$ cat config.mk
export PLATFORM = sky130hd
export DESIGN_NAME = sacl_queue
export DESIGN_NICKNAME = d
export VERILOG_FILES = /design/src/sv/sacl_queue.sv
export SDC_FILE = /design/constraint.sdc
export NUM_CORES = 1
export LEC_CHECK = 0
export BUFFER_PORTS_ARGS = -buffer_cell sky130_fd_sc_hd__buf_2
export CAP_MARGIN = 30
export CORE_MARGIN = 2
export CORE_UTILIZATION = 49
export CTS_CLUSTER_SIZE = 12
export DETAILED_ROUTE_END_ITERATION = 8
export PLACE_DENSITY_LB_ADDON = 0.08
export SLEW_MARGIN = 20
export SYNTH_ARGS = -nofsm -noshare
export SYNTH_HDL_FRONTEND = slang
export SYNTH_SLANG_ARGS = --single-unit
$ cat constraint.sdc
create_clock -name i_clk -period 1.2 [get_ports i_clk]
set_input_delay 0.12 -clock i_clk [delete_from_list [all_inputs] [get_ports i_clk]]
set_output_delay 0.12 -clock i_clk [all_outputs]
set_load 0.005 [all_outputs]
$ cat src/sv/sacl_queue.sv
// two-entry queue between the front end and the lookup unit
// no package needed; the word width comes from DATA_W
module sacl_queue #(
    parameter int DATA_W = 8
) (
    input  logic              i_clk,
    input  logic              i_rst_n,
    input  logic              i_push,
    input  logic [DATA_W-1:0] i_data,
    output logic              o_full,
    input  logic              i_pop,
    output logic              o_valid,
    output logic [DATA_W-1:0] o_data
);

    logic [DATA_W-1:0] r_slot [2];
    logic              r_wr;
    logic              r_rd;
    logic [1:0]        r_cnt;
    logic              n_wr;
    logic              n_rd;
    logic [1:0]        n_cnt;

    always_comb begin
        n_wr  = r_wr ^ i_push;
        n_rd  = r_rd ^ i_pop;
        n_cnt = r_cnt + {1'b0, i_push} - {1'b0, i_pop};
    end

    always_ff @(posedge i_clk) begin
        if (!i_rst_n) begin
            r_wr  <= 1'b0;
            r_rd  <= 1'b0;
            r_cnt <= 2'd0;
        end else begin
            r_wr  <= n_wr;
            r_rd  <= n_rd;
            r_cnt <= n_cnt;
        end
    end

    always_ff @(posedge i_clk) begin
        if (i_push) begin
            r_slot[r_wr] <= i_data;
        end
    end

    assign o_full  = (r_cnt == 2'd2);
    assign o_valid = (r_cnt != 2'd0);
    assign o_data  = r_slot[r_rd];

endmodule

==> metrics <==
run status finished, violations left; violated checks negative setup slack; Hold Vio Cnt, Final 0; fin crit period 1.33 ns; HP Start i_rst_n; largest net degree at the start of global routing 14; Final Skew 0.00261 ns; setup slack after layout -0.125 ns; CP peak stage delay 0.36 ns; initial antenna violation count 0; reg2reg end r_cnt[1]$_SDFF_PN0_; layout net count 102; Hold Crit Class in -> reg; vias 488; drt first pass iters 4; Num CTS Buffers 3; layout cell share with drive strength beyond 1 a little over half; CP required roughly 1.1 ns; reg2reg start r_cnt[0]$_SDFF_PN0_; area of the multi-input gates 270 um2; crit-path leading delay family flip-flops; library cells used by synthesis 11; Max-slew headroom 90.3%; number of max-cap violations 0; Layout area overhead 49.5%; die area 2000 um2; Antenna Cells 0; crit path DAT 1.21 ns; clock latency on the worst-skew pair 0.29 ns; Synth Warn # 0; achievable frequency 754 MHz; final worst-path cycle share 110%; hold worst-path end r_cnt[0]$_SDFF_PN0_; Tot GR Track Use 13.9%; post-synthesis cell area between 800 and 900 um2; Fillers 85; vias in the first global route 480; first-pass GRT wire length about 1900 um; RSZ-0062 raised after global routing yes; FF+latch area between 500 and 600 um2; leakage power figure ~0.52 nW; worst vdd ir between 0.0009 and 0.001 V; Min Hold Slack 0.0725 ns; Antenna Nets Post-Route 0; max-slew violations 0; Synth top area share 59.2%; GPL Wtd Cong 0.653; worst slew pin tran 0.145 ns; Clock transition at path regs 0.11 ns; CP most frequent cell buf_6; CTS Buffer Depth 2; IO Port Bufs 21; worst-path cell chain buf_6 > mux2_4 > buf_6; GRT Residual Overflow 0; Final Power 0.00158 W; Core Area 1520 um2; Die Y 44.7 um; R2R cell count 6; Max FO, Critical Path 5; via density per instance 4.83; Hold Crit Depth 2; Net Count, Synth 62; Clock Tree Root clkbuf_4; Initial Util 53.3%; Initial DRC Count 5; H-tree Lvls 1; DRC 0; CP endpoint kind primary output; Synth Register Bits 21; Seq/Total Area, Yosys 71.5%; Pwr Density 1300 nW/um2; dpl hpwl 917 um; post-synth top area cell edfxtp_1; top post-synthesis cells by area edfxtp_1 59%, dfxtp_1 12%, mux2_1 11%; CTS tree done; critical path class reg -> out; Site Rows 14; Sink Count 21; Die X 44.7 um; Synth Instances 46; Avg WL per Cell about 14 um; startpoint types flop; drt total wl 1380 um; CP Buf/Inv Count 2; slowest CP cell dfxtp_2; Setup-failing EPs final 9; reg2reg setup slack 0.03 ns; # IOs 22; mean post-synth cell area 17.7 um2
layout by cell type, fill, tap and decap left out, drive strengths merged:
master,count
mux2,8
nor2b,3
clkbuf,3
or2,1
and2,3
inv,3
buf,28
clkinvlp,1
edfxtp,16
dlygate4sd3,8
ha,4
dfxtp,5
xor2,1
xnor3,1
area by class of cell:
cell class                      count  share of cell area, %
Clock buffer                        3                   1.86
Clock inverter                      1                  0.619
Inverter                            3                  0.928
Multi-Input combinational cell     21                   22.3
Sequential cell                    21                   48.0
Tap cell                           16                   1.65
Timing Repair Buffer               36                   24.6
registers in the layout, summed over array words and instances (netlist names), named ones only:
| register | flops |
|---|---|
| r_slot | 16 |
| r_wr | 1 |
| r_cnt | 2 |
| r_rd | 1 |
report_power, final:
| group | switching [W] | internal, W |
|---|---|---|
| logic | 0.000124 | 0.000242 |
| clock network | 0.000208 | 0.000127 |
| registers | 0.0000299 | 0.000846 |
routing by layer:
layer,GRT usage [%],routed length [um],vias up
li1,-,-,242
met1,11.9,492,233
met2,29.9,836,11
met3,2.40,45,2
met4,5.45,7,0
met5,0,0,-
per-stage QoR:
stage                     std cells  setup TNS [ns]  utilization [%]  worst slack [ns]  area (um2)
after floorplan                  46               0                -            0.0574         812
after global placement           88               0             64.1            0.0211         977
after detailed placement         88         -0.0392             64.1           -0.0392         977
after CTS                        96           -1.06             75.5            -0.143        1150
after global routing            101           -1.33             79.6            -0.169        1210
final                           101          -0.918             79.6            -0.125        1210
kinds of logic after synthesis:
| family | after synthesis | synth area share [%] |
|---|---|---|
| AND/OR/NAND/NOR | 7 | 5.39 |
| XOR/XNOR | 2 | 3.85 |
| buffers and inverters | 4 | 2.00 |
| multiplexers | 8 | 11.1 |
| adder cells (fa/ha/maj) | 4 | 6.16 |
| flip-flops | 21 | 71.5 |
synth_stat cells, drive strengths merged:
cell and instances:
xor2 1, inv 3, mux2 8, nor2b 3, dfxtp 5, edfxtp 16
xnor3 1, buf 1, and2 3, ha 4, or2 1
worst max-delay path by stage:
| stage | end | cells past startpoint |
|---|---|---|
| 5_1_grt | o_data[1] | 3 |
| 2_1_floorplan | r_cnt[1]$_SDFF_PN0_ | 6 |
| 3_3_place_gp | r_cnt[1]$_SDFF_PN0_ | 6 |
| 6_report | o_data[1] | 3 |
| 4_1_cts | o_data[2] | 3 |
| 3_5_place_dp | r_cnt[1]$_SDFF_PN0_ | 6 |
timing repair:
item	in CTS	in global routing
setup buffers	1	0
pin swaps	1	0
endpoints found under the setup margin	9	10
resized for setup	24	2
hold buffers	3	5
hold endpoints to repair	6	10
No activity file was read; power rests on OpenSTA's default activity.
