$ cat src/sv/sacl_pkg.sv
// shared types and constants of the set-associative cache tag lookup
// no dependencies; every other file of the block but sacl_queue imports this package
package sacl_pkg;

    // default geometry
    localparam int DEF_SETS         = 64;
    localparam int DEF_WAYS         = 8;
    localparam int DEF_ADDRESS_BITS = 48;

    // fixed field widths
    localparam int ADDR_W     = 48;
    localparam int TIME_W     = 40;
    localparam int CNT_W      = 32;
    localparam int HIT_WAY_W  = 3;
    localparam int SEL_W      = 7;
    localparam int CFG_IDX_W  = 2;
    localparam int CFG_DATA_W = 4;

    // register indexes of the configuration port
    localparam logic [CFG_IDX_W-1:0] CFG_REPL_FIFO   = 2'd0;
    localparam logic [CFG_IDX_W-1:0] CFG_OFFSET_BITS = 2'd1;
    localparam logic [CFG_IDX_W-1:0] CFG_INDEX_BITS  = 2'd2;
    localparam logic [CFG_IDX_W-1:0] CFG_WAYS_IN_USE = 2'd3;

    // access kind
    localparam logic OP_WRITE = 1'b1;

    typedef struct packed {
        logic       repl_fifo;
        logic [3:0] offset_bits;
        logic [2:0] index_bits;
        logic [3:0] ways_in_use;
    } t_cfg;

    localparam t_cfg CFG_RESET = '{
        repl_fifo:   1'b0,
        offset_bits: 4'd6,
        index_bits:  3'd6,
        ways_in_use: 4'd8
    };

    function automatic logic [CNT_W-1:0] f_sat_inc(input logic [CNT_W-1:0] v);
        return (v == {CNT_W{1'b1}}) ? v : v + CNT_W'(1);
    endfunction

endpackage

$ cat src/sv/sacl_in_if.sv
// access channel of the tag lookup: one read or write access per word
// depends on sacl_pkg
interface sacl_in_if import sacl_pkg::*; ();
    logic              valid;
    logic              ready;
    logic              operation;
    logic [ADDR_W-1:0] address;

    modport source (output valid, operation, address, input ready);
    modport sink   (input valid, operation, address, output ready);
endinterface

$ cat src/sv/sacl_front.sv
// front end: accepts accesses and splits the address into set index and tag
// depends on sacl_pkg and sacl_in_if
module sacl_front import sacl_pkg::*; #(
    parameter  int SETS         = DEF_SETS,
    parameter  int ADDRESS_BITS = DEF_ADDRESS_BITS,
    localparam int AW           = (ADDRESS_BITS < ADDR_W) ? ADDRESS_BITS : ADDR_W,
    localparam int SET_W        = (SETS > 1) ? $clog2(SETS) : 1,
    localparam int ENTRY_W      = 1 + SET_W + AW
) (
    sacl_in_if.sink              i_in,
    input  t_cfg                 i_cfg,
    input  logic                 i_q_full,
    input  logic                 i_clearing,
    output logic                 o_push,
    output logic [ENTRY_W-1:0]   o_entry
);

    logic [AW-1:0]    addr;
    logic [AW-1:0]    tag;
    logic [SEL_W-1:0] sel;
    logic [SEL_W-1:0] sel_mask;
    logic [4:0]       tag_shift;
    logic [SET_W-1:0] set_idx;

    // reduce the raw selector below SETS by restoring subtract steps
    function automatic logic [SET_W-1:0] f_wrap(input logic [SEL_W-1:0] v);
        logic [SEL_W-1:0] r;
        r = v;
        for (int k = SEL_W - 1; k >= 0; k--) begin
            if (SETS < (1 << SEL_W) && int'(r) >= (SETS << k)) begin
                r = r - SEL_W'(SETS << k);
            end
        end
        return SET_W'(r);
    endfunction

    always_comb begin
        addr      = i_in.address[AW-1:0];
        sel_mask  = SEL_W'((8'd1 << i_cfg.index_bits) - 8'd1);
        sel       = SEL_W'(addr >> i_cfg.offset_bits) & sel_mask;
        tag_shift = {1'b0, i_cfg.offset_bits} + {2'b00, i_cfg.index_bits};
        tag       = addr >> tag_shift;
        set_idx   = f_wrap(sel);
    end

    assign i_in.ready = !i_q_full && !i_clearing;
    assign o_push     = i_in.valid && i_in.ready;
    assign o_entry    = {i_in.operation, set_idx, tag};

endmodule

$ cat src/flat_wrapper.sv
// flat-port wrapper written by rule: the top's interface ports become plain ports
module sacl_front_flat import sacl_pkg::*;
#(
    parameter  int SETS         = DEF_SETS,
    parameter  int ADDRESS_BITS = DEF_ADDRESS_BITS,
    localparam int AW           = (ADDRESS_BITS < ADDR_W) ? ADDRESS_BITS : ADDR_W,
    localparam int SET_W        = (SETS > 1) ? $clog2(SETS) : 1,
    localparam int ENTRY_W      = 1 + SET_W + AW
)
  (i_cfg, i_q_full, i_clearing, o_push, o_entry, i_in_valid, i_in_operation, i_in_address, i_in_ready);
  sacl_in_if i_in_i ();
  input  t_cfg i_cfg;
  input  logic i_q_full;
  input  logic i_clearing;
  output logic o_push;
  output logic [ENTRY_W-1:0] o_entry;
  input wire logic [$bits(i_in_i.valid)-1:0] i_in_valid;
  input wire logic [$bits(i_in_i.operation)-1:0] i_in_operation;
  input wire logic [$bits(i_in_i.address)-1:0] i_in_address;
  output wire logic [$bits(i_in_i.ready)-1:0] i_in_ready;
  assign i_in_i.valid = i_in_valid;
  assign i_in_i.operation = i_in_operation;
  assign i_in_i.address = i_in_address;
  assign i_in_ready = i_in_i.ready;
  sacl_front #(.SETS(SETS), .ADDRESS_BITS(ADDRESS_BITS)) u_core (.i_in(i_in_i), .i_cfg(i_cfg), .i_q_full(i_q_full), .i_clearing(i_clearing), .o_push(o_push), .o_entry(o_entry));
endmodule
$ cat config.mk
export PLATFORM = sky130hd
export DESIGN_NAME = sacl_front_flat
export DESIGN_NICKNAME = d
export VERILOG_FILES = /design/src/sv/sacl_pkg.sv /design/src/sv/sacl_in_if.sv /design/src/sv/sacl_front.sv /design/src/flat_wrapper.sv
export SDC_FILE = /design/constraint.sdc
export NUM_CORES = 1
export LEC_CHECK = 0
export BUFFER_PORTS_ARGS = -buffer_cell sky130_fd_sc_hd__buf_2
export CAP_MARGIN = 15
export CORE_MARGIN = 2
export CORE_UTILIZATION = 40
export DETAILED_ROUTE_END_ITERATION = 8
export PLACE_DENSITY = 0.66
export SYNTH_ARGS = -nofsm -noshare
export SYNTH_HDL_FRONTEND = slang
export SYNTH_SLANG_ARGS = --single-unit
$ cat constraint.sdc
create_clock -name vclk -period 4.75
set_input_delay 0.2375 -clock vclk [all_inputs]
set_output_delay 0.2375 -clock vclk [all_outputs]
set_load 0.01 [all_outputs]
==> impl_metrics.prom <==
# TYPE chip_impl_metric gauge
chip_impl_metric{name="power_switching",unit="mW"} 0.5924
chip_impl_metric{name="first_global_vias",unit=""} 3596
chip_impl_metric{name="postCtsSetupRepairBufs",unit=""} 0
chip_impl_metric{name="timing_hold_violations_final",unit=""} 0
chip_impl_metric{name="power.density_cell_area",unit="nW/um2"} 243.2
chip_impl_metric{name="fin_util",unit="%"} 48.15
chip_impl_metric{name="worst_slew_margin_rel",unit="%"} 33.08
chip_impl_metric{name="gpl_congestion",unit=""} 0.9633
chip_impl_metric{name="dr_total_vias",unit=""} 3855
chip_impl_metric{name="drt-wirelength-per-cell",unit="um"} 19.82
chip_impl_metric{name="critical_path_required",unit="ps"} 4510
chip_impl_metric{name="cellLeakagePower",unit="nW"} 2.001
chip_impl_metric{name="final_cell_count_no_fill",unit=""} 617
chip_impl_info{name="worstHoldPathType",value="in -> out"} 1
chip_impl_metric{name="maxCapViolCount",unit=""} 0
chip_impl_metric{name="initialDrtViolationCount",unit=""} 306
chip_impl_metric{name="num_antenna_cells",unit=""} 0
chip_impl_metric{name="floorplan.die_area",unit="um2"} 10330
chip_impl_metric{name="peakVddDrop",unit="mV"} 0.07608
chip_impl_metric{name="comb_power_share",unit="%"} 100.0
chip_impl_metric{name="switching_share",unit="%"} 54.74
chip_impl_metric{name="synth_cells",unit=""} 401
chip_impl_metric{name="stdcell_area",unit="um2"} 4449
chip_impl_metric{name="mappedNetlistArea",unit="um2"} 3814
chip_impl_info{name="cp_max_stage_cell",value="fa_4"} 1
chip_impl_metric{name="place.detailed.instances",unit=""} 616
chip_impl_metric{name="postSynthAreaPerCell",unit="um2"} 9.510
chip_impl_metric{name="final.min_clock_period",unit="ps"} 3933
chip_impl_metric{name="place.detailed.hpwl",unit="um"} 9863
chip_impl_info{name="cp-end-kind",value="output pin"} 1
chip_impl_metric{name="worst_pin_slew",unit="ps"} 1004
chip_impl_metric{name="num-clock-buffers",unit=""} 0
chip_impl_metric{name="seq_power_share",unit="%"} 0
chip_impl_metric{name="critical-path-max-stage-delay",unit="ps"} 1410
chip_impl_metric{name="place.port_buffers",unit=""} 114
chip_impl_metric{name="detail_route.drc_violations",unit=""} 0
chip_impl_metric{name="worst_ep_arrival_time",unit="ps"} 3700
chip_impl_metric{name="nFillCells",unit=""} 923
chip_impl_metric{name="postPlaceCellArea",unit="um2"} 4434
chip_impl_metric{name="wire_length_of_the_first_global_routing_pass",unit="um"} 18990
chip_impl_metric{name="postRouteAntennaNets",unit=""} 0
chip_impl_metric{name="pwr-share-clk",unit="%"} 0
chip_impl_metric{name="path_buf_inv",unit=""} 3
chip_impl_metric{name="regArea",unit="um2"} 0
chip_impl_info{name="status",value="completed"} 1
chip_impl_info{name="worst_path_dominant_cell_family",value="adder cells"} 1
chip_impl_metric{name="post_synth_num_cell_types",unit=""} 43
chip_impl_metric{name="cts.repair.resized",unit=""} 0
chip_impl_info{name="sequence_of_cells_on_the_critical_path",value="buf_2 > fa_4 > buf_4 > mux2_2 > mux4_2 > mux2i_1 > o2bb2ai_1 > buf_2"} 1
chip_impl_metric{name="yosys_warnings",unit=""} 0
chip_impl_info{name="grt_setup_unrepaired",value="false"} 1
chip_impl_metric{name="crit_fanout",unit=""} 58
chip_impl_metric{name="post_route_cells_drive_above_1_share",unit="%"} 44.47
chip_impl_metric{name="vertical_extent_of_the_die",unit="um"} 101.6
chip_impl_metric{name="floorplan.core_area",unit="um2"} 9240
chip_impl_metric{name="fin_crit_sh",unit="%"} 82.79
chip_impl_metric{name="fp.dieW",unit="um"} 101.6
chip_impl_metric{name="report.power.total",unit="mW"} 1.082
chip_impl_metric{name="drt_first_pass_iters",unit=""} 5
chip_impl_metric{name="grt_antenna_before_repair",unit=""} 0
chip_impl_metric{name="routed_wirelength",unit="um"} 12230
chip_impl_info{name="cp_common_cell",value="buf_2"} 1
chip_impl_metric{name="cts_hold_buffers",unit=""} 0
chip_impl_metric{name="globalRouteTotalUtil",unit="%"} 23.05
chip_impl_metric{name="timing.setup.tns",unit="ps"} 0
chip_impl_metric{name="pin_count_of_the_biggest_net_entering_global_routing",unit=""} 59
chip_impl_metric{name="internal_power",unit="mW"} 0.4897
chip_impl_metric{name="report.final.setup_viol",unit=""} 0
chip_impl_metric{name="residual_overflow_from_global_routing",unit=""} 0
chip_impl_metric{name="timing.fmax",unit="MHz"} 254.3
chip_impl_metric{name="synth.yosys.seq_area_share",unit="%"} 0
chip_impl_info{name="critPathKind",value="in -> out"} 1
chip_impl_info{name="setup.worst_path.start_class",value="primary input"} 1
chip_impl_metric{name="post_drt_via_cell_ratio",unit=""} 6.248
chip_impl_metric{name="sequential_cell_total",unit=""} 0
chip_impl_metric{name="timing.final.max_slew_violations",unit=""} 0
chip_impl_metric{name="syn2layout_area_growth",unit="%"} 16.67
chip_impl_metric{name="start_util",unit="%"} 41.27
chip_impl_metric{name="syn_nets",unit=""} 469
chip_impl_metric{name="std_cell_rows",unit=""} 35
chip_impl_metric{name="num_io_pins",unit=""} 121
chip_impl_metric{name="nNetsFinal",unit=""} 558
path summary, 6_finish.rpt:
kind,from,endpoint,slack [ps],cells past startpoint
worst max-delay path,i_cfg[8],o_entry[9],820,8
worst min-delay path,i_in_operation,o_entry[54],480,0
kinds of logic after synthesis:
group           share of synthesized area [%]
compound gates                          14.11
xor+xnor                                1.608
fa+ha+maj                               1.509
buf+inv                                 6.627
mux                                     65.88
simple gates                            10.27
power groups by stage:
stage | registers [mW] | clock network [mW] | logic [mW]
4_1_cts | 0 | 0 | 1.06
3_3_place_gp | 0 | 0 | 1.05
6_report | 0 | 0 | 1.08
2_1_floorplan | 0 | 0 | 0.742
3_5_place_dp | 0 | 0 | 1.06
5_1_grt | 0 | 0 | 1.16
metrics by stage:
step / hold WS [ps] / setup WS, ps
3_3_place_gp: 475.1 / 843.9
2_1_floorplan: 522.5 / 1945
6_report: 475.0 / 817.3
3_5_place_dp: 475.1 / 825.3
5_1_grt: 475.0 / 676.3
4_1_cts: 475.1 / 792.6
routing by layer:
layer | vias up | GRT usage (%) | share of wire, %
met5 | - | 0 | 0
met2 | 198 | 38.26 | 48
met4 | 0 | 1.455 | 0.29
met3 | 6 | 1.242 | 8.7
met1 | 1858 | 34.74 | 43
li1 | 1793 | - | -
cell usage in the layout, fill, tap and decap left out, drive strengths merged, types with 4 or more instances in the layout:
| cell | n |
|---|---|
| nand3 | 7 |
| a211oi | 6 |
| o2bb2ai | 4 |
| nand2 | 42 |
| and3 | 5 |
| mux2i | 77 |
| mux2 | 42 |
| and2 | 6 |
| o22ai | 6 |
| mux4 | 54 |
| buf | 129 |
| nor2 | 22 |
| o211ai | 14 |
| a21oi | 15 |
| o21ai | 27 |
synth_stat cells, drive strengths merged:
cell type | count | share of area (%)
o2bb2ai | 4 | 0.92
a211oi | 6 | 1.2
o22ai | 6 | 0.98
mux2 | 42 | 12
ha | 3 | 0.98
or3 | 1 | 0.16
a31oi | 1 | 0.16
buf | 27 | 4.9
clkbuf | 15 | 1.5
inv | 3 | 0.30
or2 | 1 | 0.16
xnor2 | 3 | 0.89
xor2 | 1 | 0.72
nand2b | 3 | 0.49
nand2 | 42 | 4.1
a22o | 1 | 0.23
mux4 | 54 | 33
nor2b | 1 | 0.16
o31ai | 2 | 0.39
o21ai | 27 | 3.5
nand3 | 7 | 0.92
nor3 | 2 | 0.26
o21a | 2 | 0.39
o311a | 1 | 0.26
fa | 1 | 0.52
o32ai | 2 | 0.46
mux2i | 77 | 20
o211ai | 14 | 2.8
a21oi | 15 | 2.0
a21o | 3 | 0.59
and3 | 5 | 0.82
and2 | 6 | 0.98
nor2 | 22 | 2.2
o211a | 1 | 0.26
layout make-up:
| type | count | area [um2] | area share, % |
|---|---|---|---|
| inverters | 3 | 11.26 | 0.2531 |
| multi-input cells | 356 | 3586 | 80.60 |
| well taps | 129 | 161.4 | 3.628 |
| repair buffers | 129 | 690.7 | 15.52 |
(Power assumes the default switching activity.)
